[src/rtl/core/vgp_pkg.sv]
package vgp_pkg;

  localparam int MAX_DIM     = 128;
  localparam int MAX_WINDOW  = 8;
  localparam int SAMPLE_BITS = 16;
  localparam int ACC_BITS    = 25;
  localparam int POS_BITS    = 7;
  localparam int DIM_BITS    = 8;
  localparam int WIN_BITS    = 4;
  localparam int SLOT_BITS   = 2 * POS_BITS;
  localparam int ACC_DEPTH   = MAX_DIM * MAX_DIM;
  localparam int CNT_BITS    = 10;
  localparam int IDX_BITS    = 3;
  localparam int STEP_BITS   = 5;

  typedef enum logic [IDX_BITS-1:0] {
    REG_GRID_X    = 3'd0,
    REG_GRID_Y    = 3'd1,
    REG_GRID_Z    = 3'd2,
    REG_WIN_X     = 3'd3,
    REG_WIN_Y     = 3'd4,
    REG_WIN_Z     = 3'd5,
    REG_POOL_MODE = 3'd6
  } reg_index_t;

  typedef enum logic [1:0] {
    ST_IDLE,
    ST_MOD,
    ST_DIV,
    ST_OUT
  } state_t;

  // clamped grid geometry
  typedef struct packed {
    logic [DIM_BITS-1:0] nx;
    logic [DIM_BITS-1:0] ny;
    logic [DIM_BITS-1:0] nz;
    logic [WIN_BITS-1:0] kx;
    logic [WIN_BITS-1:0] ky;
    logic [WIN_BITS-1:0] kz;
  } grid_cfg_t;

  // what the current voxel means for its window
  typedef struct packed {
    logic [SLOT_BITS-1:0] slot;
    logic                 first;
    logic                 last;
    logic                 done;
    logic [CNT_BITS-1:0]  count;
  } pos_info_t;

  function automatic logic [DIM_BITS-1:0] clamp_dim(input logic [DIM_BITS-1:0] v);
    logic [DIM_BITS-1:0] r;
    if (v == '0) r = DIM_BITS'(1);
    else if (v > DIM_BITS'(MAX_DIM)) r = DIM_BITS'(MAX_DIM);
    else r = v;
    return r;
  endfunction

  function automatic logic [WIN_BITS-1:0] clamp_win(input logic [WIN_BITS-1:0] v);
    logic [WIN_BITS-1:0] r;
    if (v == '0) r = WIN_BITS'(1);
    else if (v > WIN_BITS'(MAX_WINDOW)) r = WIN_BITS'(MAX_WINDOW);
    else r = v;
    return r;
  endfunction

endpackage

[src/rtl/core/vgp_div.sv]
module vgp_div import vgp_pkg::*; (
  input  logic                          clk,
  input  logic                          rst,
  input  logic                          start,
  input  logic signed [ACC_BITS-1:0]    dividend,
  input  logic [CNT_BITS-1:0]           divisor,
  output logic                          done,
  output logic signed [SAMPLE_BITS-1:0] quotient
);

  logic [ACC_BITS-1:0]  mag;
  logic [CNT_BITS-1:0]  rem, dvs;
  logic                 neg, run;
  logic [STEP_BITS-1:0] cnt;
  logic [CNT_BITS:0]    trial, diff;
  logic                 ge;
  logic [CNT_BITS-1:0]  rem_next;

  // one restoring step per cycle
  assign trial    = {rem, mag[ACC_BITS-1]};
  assign ge       = trial >= {1'b0, dvs};
  assign diff     = trial - {1'b0, dvs};
  assign rem_next = ge ? diff[CNT_BITS-1:0] : trial[CNT_BITS-1:0];

  // control
  always_ff @(posedge clk) begin
    if (rst) begin
      run  <= 1'b0;
      done <= 1'b0;
      cnt  <= '0;
    end else begin
      done <= run && (cnt == '0);
      if (start) begin
        run <= 1'b1;
        cnt <= STEP_BITS'(ACC_BITS - 1);
      end else if (run) begin
        if (cnt == '0) run <= 1'b0;
        else cnt <= cnt - STEP_BITS'(1);
      end
    end
  end

  // datapath
  always_ff @(posedge clk) begin
    if (start) begin
      neg <= dividend[ACC_BITS-1];
      mag <= dividend[ACC_BITS-1] ? ACC_BITS'(-dividend) : ACC_BITS'(dividend);
      rem <= '0;
      dvs <= divisor;
    end else if (run) begin
      mag <= {mag[ACC_BITS-2:0], ge};
      rem <= rem_next;
    end
  end

  // sign fix, truncated toward zero
  assign quotient = neg ? SAMPLE_BITS'(-mag[SAMPLE_BITS-1:0]) : mag[SAMPLE_BITS-1:0];

endmodule

[config.mk]
export PLATFORM = sky130hd
export DESIGN_NAME = vgp_div
export DESIGN_NICKNAME = d
export VERILOG_FILES = /design/src/rtl/core/vgp_pkg.sv /design/src/rtl/core/vgp_div.sv
export SDC_FILE = /design/constraint.sdc
export NUM_CORES = 1
export LEC_CHECK = 0
export ABC_AREA = 1
export BUFFER_PORTS_ARGS = -buffer_cell sky130_fd_sc_hd__buf_2
export CORE_MARGIN = 10
export CORE_UTILIZATION = 58
export CTS_CLUSTER_DIAMETER = 200
export DETAILED_ROUTE_END_ITERATION = 7
export PLACE_DENSITY = 0.78
export SLEW_MARGIN = 40
export SYNTH_ARGS = -nofsm -noshare
export SYNTH_HDL_FRONTEND = slang
export SYNTH_SLANG_ARGS = --single-unit
[constraint.sdc]
create_clock -name clk -period 1.9 [get_ports clk]
set_clock_uncertainty 0.05 [all_clocks]
set_input_delay 0.38 -clock clk [delete_from_list [all_inputs] [get_ports clk]]
set_output_delay 0.38 -clock clk [all_outputs]
set_load 0.01 [all_outputs]
==> run_results.csv <==
group,metric,value,unit
outcome,status,"complete, but fails checks",
outcome,violations,"negative setup slack",
setup_path,slowest_stage,"edfxtp_1",
timing,setup_tns,-3.43,ns
pwr,power.density,643,nW/um^2
clock_tree,tritoncts,"done",
timing,min_period_over_period,120,%
die,core-area,6420,um^2
setup_path,cp-start-kind,"flop",
global_routing,grt-ovfl-total,0,
setup_path,crit_required,1.47,ns
pwr,p_total,3180,uW
pwr,cellLeakagePower,0.00245,uW
timing,min_period,2.27,ns
setup_path,crit_path_frequent_cell,"buf_6",
logic_synthesis,synth.distinct_cells,37,
finish,layout_commonest_cell,"nand2_1",
setup_path,critical_path_peak_fanout,2,
timing,slew_headroom,69.5,%
finish,layout.nets,701,
logic_synthesis,syn-num-nets,605,
logic_synthesis,synth_edf_count,36,
logic_synthesis,async_flop_share,0,%
clock_tree,clk_pin_slew_worst_paths,0.11,ns
routing,dr.first_iter.drc_count,338,
setup_path,cp_num_buf_inv,4,
setup_path,cp-end-kind,"output pin",
finish,drive_gt1_share,26.2,%
setup_path,path_cells,"inv_2 -> buf_6 -> nand3_4 -> nor3_4 -> buf_6 -> nor2_2 -> xor2_1 -> buf_2",
logic_synthesis,ys_seq_area_share,36.7,%
timing,drv_slew,0,
global_routing,grt_pass1_wl,16500,um
timing,setup_ws,-0.373,ns
global_routing,grt_max_degree,25,
global_routing,antenna_found_initial,0,
clock_tree,clock_path_buffers,2,
logic_synthesis,yosysWarnings,0,
timing,setup_violations,14,
pwr,ir_drop,0.474,mV
setup_path,path_class,"reg -> out",
clock_tree,cts_sinks,53,
die,rows,29,
routing,post_drt_wl_per_cell,15.1,um
min_path,hold_path_class,"in -> reg",
clock_tree,cts_buffers,5,
die,die_h,102,um
routing,ant_nets,0,
logic_synthesis,yosys-top-cells-area,"edfxtp_1 (28%), nand2_1 (17%), dfxtp_1 (8.8%)",
clock_tree,ctsHoldBuffers,0,
logic_synthesis,yosys.area.top_type,"edfxtp_1",
routing,vias,3976,
timing,fmax,440,MHz
place,io_buffers,54,
timing,worst_pin_slew,0.455,ns
routing,drcViolationCount,0,
clock_tree,clk_latency,0.32,ns
setup_path,critPathTopFamily,"buffers and inverters",
timing,rsz0062_at_grt,"true",
clock_tree,root_buffer,"clkbuf_8",
logic_synthesis,syn-instance-count,553,
global_routing,grtUsageTotal,19.5,%
logic_synthesis,syn_area,3870,um^2
die,die_area,10300,um^2
timing,hold_viol,0,
routing,viasPerCell,5.47,
job,max_cap_viol_count,0,
finish,fillCellCount,455,
die,die_width,102,um
logic_synthesis,synth_top_cell_area_share,27.9,%
global_routing,grt_pass1_vias,3613,
logic_synthesis,synth_flop_cell,"edfxtp_1",
routing,drt_pass1_iterations,5,
die,start_util,60.3,%
clock_tree,htree_levels,2,
finish,antenna_cells,0,
setup_path,cp_slowest_stage_delay,0.45,ns
finish,area_growth,27.7,%
logic_synthesis,ys_ff_latch,53,
die,ios,55,
place,place.gp.congestion,0.889,
timing,holdWs,0.178,ns
setup_path,cp.arrival,1.84,ns
place,hpwl,7400,um
finish,mostFrequentLayoutCells,"nand2_1 (165), inv_1 (81), buf_2 (55), nand3_1 (49), edfxtp_1 (36)",
logic_synthesis,syn_area_per_cell,7.00,um^2
routing,routed_wl,11000,um
[synth_stat cells, drive strengths merged, types with 2 or more instances]
cell type / count
nand2: 179
inv: 89
nand3: 60
nor2: 41
edfxtp: 36
o21ai: 32
xor2: 23
dfxtp: 17
ha: 13
a21oi: 12
nor3: 9
nand3b: 7
nand4: 7
buf: 6
clkbuf: 5
o211ai: 3
xnor2: 3
clkinv: 2
or2: 2
[state kept, by name, summed over array words and instances, names as in the netlist]
name and cells:
mag 25, dvs 10, rem 10, cnt 5, done 1, neg 1
run 1
[layer usage]
layer / vias up / share of wire, % / GRT usage (%) / wire length, um
li1: 1965 / - / - / -
met1: 1802 / 43 / 26.0 / 4710
met2: 175 / 46 / 31.2 / 5110
met3: 34 / 7.8 / 3.47 / 857
met4: 0 / 3.0 / 6.38 / 328
met5: - / 0 / 0 / 0
[final timing paths]
| kind | to | slack, ns | cells past startpoint | from |
|---|---|---|---|---|
| min reg2reg | cnt[4] | 0.42 | 2 | cnt[4] |
| max | quotient[7] | -0.37 | 8 | mag[0] |
| max reg2reg | rem[9] | 0.03 | 13 | dvs[8] |
| min | dvs[6] | 0.18 | 1 | divisor[6] |
[repair_timing]
action / 4_1_cts / 5_1_grt
cloned: 0 / 1
pin swaps: 13 / 18
buffers inserted: 8 / 7
endpoints found under the setup margin: 14 / 25
resized for setup: 30 / 40
[power breakdown]
group,switching [uW],internal (uW)
Clock,405,399
Sequential,66.1,1350
Combinational,560,400
[final cells by class]
type / count / area [um^2] / area share (%)
Inverter: 91 / 342 / 6.91
Tap cell: 77 / 96.3 / 1.95
Timing Repair Buffer: 100 / 676 / 13.7
Clock inverter: 2 / 38.8 / 0.785
Sequential cell: 53 / 1420 / 28.8
Clock buffer: 6 / 72.6 / 1.47
Multi-Input combinational cell: 398 / 2300 / 46.5
[worst reg2reg max path, cell delays in order (launching register included)]
cell	delay [ns]
edfxtp_1	0.34
inv_1	0.04
ha_1	0.34
nand2_1	0.08
nand2_1	0.08
nand2_1	0.08
nand2_1	0.09
nor2_4	0.18
buf_6	0.16
nand3_1	0.08
nand2_1	0.06
inv_1	0.06
nand2_1	0.07
nand2_1	0.06
[cell families (layout without fill, tap and decap cells)]
family / Yosys count / count (layout) / synth area share [%]
AND/OR/NAND/NOR: 307 / 307 / 35.1
XOR/XNOR: 26 / 26 / 5.88
flip-flops: 53 / 53 / 36.7
adder cells (fa/ha/maj): 14 / 14 / 4.72
buffers and inverters: 102 / 199 / 10.4
AO/OA/AOI/OAI: 51 / 51 / 7.08
[metrics by stage]
step / setup slack, ns / util [%] / instances / instance area [um^2]
after floorplan: 0.103 / - / 553 / 3870
after global placement: -0.00403 / 69.0 / 704 / 4430
after detailed placement: -0.0530 / 69.0 / 704 / 4430
after CTS: -0.265 / 73.1 / 719 / 4690
after global routing: -0.441 / 77.0 / 727 / 4940
final: -0.373 / 77.0 / 727 / 4940
No activity file was read; power rests on OpenSTA's default activity.
