[config.mk]
export PLATFORM = sky130hd
export DESIGN_NAME = vgp_pos
export DESIGN_NICKNAME = d
export VERILOG_FILES = /design/src/rtl/core/vgp_pkg.sv /design/src/rtl/core/vgp_pos.sv
export SDC_FILE = /design/constraint.sdc
export NUM_CORES = 1
export LEC_CHECK = 0
export BUFFER_PORTS_ARGS = -buffer_cell sky130_fd_sc_hd__clkbuf_2
export CAP_MARGIN = 10
export CORE_MARGIN = 5
export CORE_UTILIZATION = 67
export CTS_BUF_LIST = sky130_fd_sc_hd__clkbuf_8
export DETAILED_ROUTE_END_ITERATION = 8
export PLACE_DENSITY_LB_ADDON = 0.1
export SLEW_MARGIN = 20
export SYNTH_ARGS = -nofsm -noshare
export SYNTH_HDL_FRONTEND = slang
export SYNTH_SLANG_ARGS = --single-unit
[constraint.sdc]
create_clock -name clk -period 13.6 [get_ports clk]
set_clock_uncertainty 0.05 [all_clocks]
set_input_delay 0.68 -clock clk [delete_from_list [all_inputs] [get_ports clk]]
set_output_delay 0.68 -clock clk [all_outputs]
set_load 0.005 [all_outputs]
[src/rtl/core/vgp_pkg.sv]
package vgp_pkg;

  localparam int MAX_DIM     = 128;
  localparam int MAX_WINDOW  = 8;
  localparam int SAMPLE_BITS = 16;
  localparam int ACC_BITS    = 25;
  localparam int POS_BITS    = 7;
  localparam int DIM_BITS    = 8;
  localparam int WIN_BITS    = 4;
  localparam int SLOT_BITS   = 2 * POS_BITS;
  localparam int ACC_DEPTH   = MAX_DIM * MAX_DIM;
  localparam int CNT_BITS    = 10;
  localparam int IDX_BITS    = 3;
  localparam int STEP_BITS   = 5;

  typedef enum logic [IDX_BITS-1:0] {
    REG_GRID_X    = 3'd0,
    REG_GRID_Y    = 3'd1,
    REG_GRID_Z    = 3'd2,
    REG_WIN_X     = 3'd3,
    REG_WIN_Y     = 3'd4,
    REG_WIN_Z     = 3'd5,
    REG_POOL_MODE = 3'd6
  } reg_index_t;

  typedef enum logic [1:0] {
    ST_IDLE,
    ST_MOD,
    ST_DIV,
    ST_OUT
  } state_t;

  // clamped grid geometry
  typedef struct packed {
    logic [DIM_BITS-1:0] nx;
    logic [DIM_BITS-1:0] ny;
    logic [DIM_BITS-1:0] nz;
    logic [WIN_BITS-1:0] kx;
    logic [WIN_BITS-1:0] ky;
    logic [WIN_BITS-1:0] kz;
  } grid_cfg_t;

  // what the current voxel means for its window
  typedef struct packed {
    logic [SLOT_BITS-1:0] slot;
    logic                 first;
    logic                 last;
    logic                 done;
    logic [CNT_BITS-1:0]  count;
  } pos_info_t;

  function automatic logic [DIM_BITS-1:0] clamp_dim(input logic [DIM_BITS-1:0] v);
    logic [DIM_BITS-1:0] r;
    if (v == '0) r = DIM_BITS'(1);
    else if (v > DIM_BITS'(MAX_DIM)) r = DIM_BITS'(MAX_DIM);
    else r = v;
    return r;
  endfunction

  function automatic logic [WIN_BITS-1:0] clamp_win(input logic [WIN_BITS-1:0] v);
    logic [WIN_BITS-1:0] r;
    if (v == '0) r = WIN_BITS'(1);
    else if (v > WIN_BITS'(MAX_WINDOW)) r = WIN_BITS'(MAX_WINDOW);
    else r = v;
    return r;
  endfunction

endpackage

[src/rtl/core/vgp_pos.sv]
module vgp_pos import vgp_pkg::*; (
  input  logic      clk,
  input  logic      rst,
  input  logic      clear,
  input  logic      advance,
  input  grid_cfg_t cfg,
  output pos_info_t info
);

  logic [POS_BITS-1:0] x, y, z;
  logic [WIN_BITS-1:0] xm, ym, zm;
  logic [POS_BITS-1:0] col, row;
  logic [POS_BITS-1:0] sx, sy, sz;
  logic end_x, end_y, end_z;
  logic wl_x, wl_y, wl_z;
  logic [DIM_BITS-1:0] rest_x, rest_y, rest_z;
  logic [WIN_BITS-1:0] ex, ey, ez;
  logic [CNT_BITS-1:0] exy;

  // edge flags
  assign end_x = ({1'b0, x} == cfg.nx - DIM_BITS'(1));
  assign end_y = ({1'b0, y} == cfg.ny - DIM_BITS'(1));
  assign end_z = ({1'b0, z} == cfg.nz - DIM_BITS'(1));
  assign wl_x  = (xm == cfg.kx - WIN_BITS'(1));
  assign wl_y  = (ym == cfg.ky - WIN_BITS'(1));
  assign wl_z  = (zm == cfg.kz - WIN_BITS'(1));

  // voxels of the window that lie inside the grid
  assign rest_x = cfg.nx - {1'b0, sx};
  assign rest_y = cfg.ny - {1'b0, sy};
  assign rest_z = cfg.nz - {1'b0, sz};
  assign ex = (rest_x < {4'b0, cfg.kx}) ? rest_x[WIN_BITS-1:0] : cfg.kx;
  assign ey = (rest_y < {4'b0, cfg.ky}) ? rest_y[WIN_BITS-1:0] : cfg.ky;
  assign ez = (rest_z < {4'b0, cfg.kz}) ? rest_z[WIN_BITS-1:0] : cfg.kz;
  assign exy = CNT_BITS'(ex) * CNT_BITS'(ey);

  always_comb begin
    info.slot  = {row, col};
    info.first = (xm == '0) && (ym == '0) && (zm == '0);
    info.last  = (wl_x || end_x) && (wl_y || end_y) && (wl_z || end_z);
    info.done  = end_x && end_y && end_z;
    info.count = exy * CNT_BITS'(ez);
  end

  // raster walk with window-relative counters
  always_ff @(posedge clk) begin
    if (rst || clear) begin
      x <= '0; y <= '0; z <= '0;
      xm <= '0; ym <= '0; zm <= '0;
      col <= '0; row <= '0;
      sx <= '0; sy <= '0; sz <= '0;
    end else if (advance) begin
      if (end_x) begin
        x <= '0; xm <= '0; col <= '0; sx <= '0;
        if (end_y) begin
          y <= '0; ym <= '0; row <= '0; sy <= '0;
          if (end_z) begin
            z <= '0; zm <= '0; sz <= '0;
          end else if (wl_z) begin
            z <= z + POS_BITS'(1); zm <= '0;
            sz <= POS_BITS'({1'b0, sz} + {4'b0, cfg.kz});
          end else begin
            z <= z + POS_BITS'(1); zm <= zm + WIN_BITS'(1);
          end
        end else if (wl_y) begin
          y <= y + POS_BITS'(1); ym <= '0; row <= row + POS_BITS'(1);
          sy <= POS_BITS'({1'b0, sy} + {4'b0, cfg.ky});
        end else begin
          y <= y + POS_BITS'(1); ym <= ym + WIN_BITS'(1);
        end
      end else if (wl_x) begin
        x <= x + POS_BITS'(1); xm <= '0; col <= col + POS_BITS'(1);
        sx <= POS_BITS'({1'b0, sx} + {4'b0, cfg.kx});
      end else begin
        x <= x + POS_BITS'(1); xm <= xm + WIN_BITS'(1);
      end
    end
  end

endmodule

==> results.json <==
{
  "rows": 36,
  "track_usage": 0.280,
  "coreArea_mm2": 0.00977,
  "cts_sinks": 68,
  "cts_setup_buffers": 0,
  "dieHeight_um": 110,
  "grt_first_pass_wirelength_um": 27600,
  "filler_cell_count": 807,
  "ys_seq_area_frac": 0.202,
  "root_buffer": "clkbuf_8",
  "area_growth_syn_to_layout_pct": 9.24,
  "critical_path_class": "in2out",
  "drt.antenna.violating_nets": 0,
  "ys.flop_type": "dfxtp_1",
  "ir_worst_vdd_mv": 0.0859,
  "fin_ws_ns": 4.65,
  "cts_hold_buf": 0,
  "multi_input_area_mm2": 0.00500,
  "max_stage_delay_ns": 0.53,
  "synth_nets": 979,
  "io_pins": 67,
  "placed_cell_area_mm2": 0.00718,
  "period_needed_ns": 8.95,
  "io_buffer_count": 66,
  "hold_viol": 0,
  "wl_per_cell_um": 15.5,
  "ys_ff_latch": 68,
  "route.detailed.drc": 0,
  "power_switching_share": 0.354,
  "vias": 6144,
  "cp.required_ns": 12.87,
  "power_frac_seq": 0.317,
  "gp_congestion": 0.903,
  "grt_remaining_overflow": 0,
  "cts_resized": 0,
  "rsz0062_at_grt": "false",
  "pwr_density_cell_mw_per_mm2": 85.7,
  "dr.pass1.iters": 5,
  "critPathMostFrequentCell": "fa_1",
  "finalInstanceArea_mm2": 0.00737,
  "tns_ns": 0,
  "synth_warnings": 0,
  "antenna_found_initial": 0,
  "clock_latency_ns": 0.34,
  "slowest_stage": "fa_1",
  "synthDistinctLibCells": 60,
  "dp_cells": 1016,
  "async_flop_share": 0,
  "seq_area_mm2": 0.00136,
  "p_sw_mw": 0.223,
  "netlist_instances": 833,
  "holdWs_ns": 0.429,
  "viasPerCell": 5.96,
  "cts.clk_slew.worst_paths_ns": 0.07,
  "htreeDepth": 3,
  "numCtsBuffers": 9,
  "grt_pass1_vias": 6198,
  "grt_max_degree": 26,
  "drt_iter0_markers": 395,
  "pwr-share-comb": 0.419,
  "fmax_mhz": 112,
  "min_path_type": "reg2reg",
  "cp.arrival_ns": 8.22,
  "synth_edf_count": 0,
  "slew_violations": 0,
  "p_clk_frac": 0.263,
  "worst_pin_slew_ns": 1.10,
  "routed_wirelength_um": 16000,
  "outcome": "completed",
  "post-dp-hpwl_um": 12900,
  "start_kind": "primary input",
  "fin_cells": 1031,
  "final_cell_mix": "nor2_1, ha_1, inv_1, dfxtp_1, clkbuf_2",
  "setup_violations": 0,
  "cp_max_fo": 5,
  "p_leak_nw": 3.15,
  "maxSlewHeadroom": 0.258,
  "final_common_cell": "nor2_1",
  "postSynthAreaPerCell_um2": 8.10,
  "finalCritPeriodShare": 0.658,
  "die_area_mm2": 0.0122,
  "cts_tree": "yes",
  "cp-end-kind": "output pin",
  "layout.nets": 1040,
  "cap_violations": 0,
  "diodes": 0,
  "initial_utilization": 0.690,
  "drive_gt1_frac": 0.118,
  "internal_power_mw": 0.408,
  "dpl_worst_slack_ns": 4.65,
  "die_w_um": 110,
  "syn-cell-area_mm2": 0.00674,
  "clockBufferDepth": 2
}
worst max-delay path: cells and delay by family:
kind,cells,cell delay [ns]
buffers and inverters,7,0.54
and+or+nand+nor,7,1.31
xor gates and xnor gates,4,0.69
AOI/OAI and AO/OA,6,0.81
muxes,1,0.40
adders and majority gates,9,3.77
logic make-up (layout without fill, tap and decap cells):
family          after synthesis  in the layout  share of synthesized area
xor+xnor                     90             90                      0.117
fa+ha+maj                   106            106                      0.221
compound gates              159            159                      0.153
mux                          16             16                     0.0245
simple gates                295            295                      0.226
buf+inv                      99            164                     0.0570
flops                        68             68                      0.202
metal layers:
layer | vias to the layer above | wire [um] | GRT usage
met1 | 2927 | 6990 | 0.358
met3 | 33 | 891 | 0.0478
met4 | 0 | 352 | 0.0994
li1 | 3021 | - | -
met2 | 163 | 7740 | 0.476
met5 | - | 0 | 0
power by group through the flow:
stage	registers, mW	logic [mW]	clock network (mW)
floorplan	0.205	0.188	0
global placement	0.205	0.252	0
detailed placement	0.205	0.265	0
CTS	0.200	0.267	0.168
global route	0.200	0.303	0.178
finish	0.200	0.265	0.166
metrics by stage:
stage               power, mW   util
finish                  0.632  0.754
global route            0.682  0.754
CTS                     0.636  0.754
detailed placement      0.470  0.734
global placement        0.457  0.734
floorplan               0.393      -
worst paths after layout:
path                      start            endpoint  slack, ns  cells after the start
max                     cfg[28]             info[9]       4.65                     34
max reg2reg   y[4]$_SDFFE_PP0P_  sz[6]$_SDFFE_PP0P_      10.08                      8
min          sz[6]$_SDFFE_PP0P_  sz[6]$_SDFFE_PP0P_       0.43                      2
min reg2reg  sz[6]$_SDFFE_PP0P_  sz[6]$_SDFFE_PP0P_       0.43                      2
registers in the layout, summed over array words and instances (netlist names):
register and cells:
col 7, row 7, sx 7, sy 7
sz 7, x 7, y 7, z 7
xm 4, ym 4, zm 4
layout make-up:
cell class | count | share of cell area
multi-input cells | 666 | 0.678
repair buffers | 68 | 0.0469
clock buffers | 10 | 0.0187
well taps | 133 | 0.0226
flip-flops and latches | 68 | 0.185
inverters | 81 | 0.0413
clock inverters | 5 | 0.00730
synthesized netlist by cell type (all sizes together) (4+ instances only):
| cell | count | area share |
|---|---|---|
| nor3 | 26 | 0.019 |
| ha | 84 | 0.16 |
| or4 | 10 | 0.012 |
| o31ai | 9 | 0.014 |
| xor2 | 33 | 0.043 |
| nor2b | 23 | 0.021 |
| or2 | 7 | 0.0065 |
| nor2 | 88 | 0.049 |
| a31oi | 7 | 0.0065 |
| a21boi | 4 | 0.0045 |
| o21a | 7 | 0.0078 |
| buf | 7 | 0.0058 |
| clkbuf | 11 | 0.0061 |
| fa | 22 | 0.065 |
| a22o | 6 | 0.0078 |
| mux2i | 12 | 0.018 |
| nor4 | 6 | 0.0065 |
| nand2b | 5 | 0.0058 |
| a21o | 11 | 0.012 |
| inv | 81 | 0.045 |
| xnor2 | 57 | 0.074 |
| mux2 | 4 | 0.0067 |
| or3 | 16 | 0.015 |
| o21ai | 31 | 0.024 |
| and2 | 8 | 0.0074 |
| nand2 | 49 | 0.027 |
| a21oi | 63 | 0.047 |
| dfxtp | 68 | 0.20 |
| nand4 | 27 | 0.025 |
| nand3 | 14 | 0.010 |
Power figures use the tool's default switching activity.
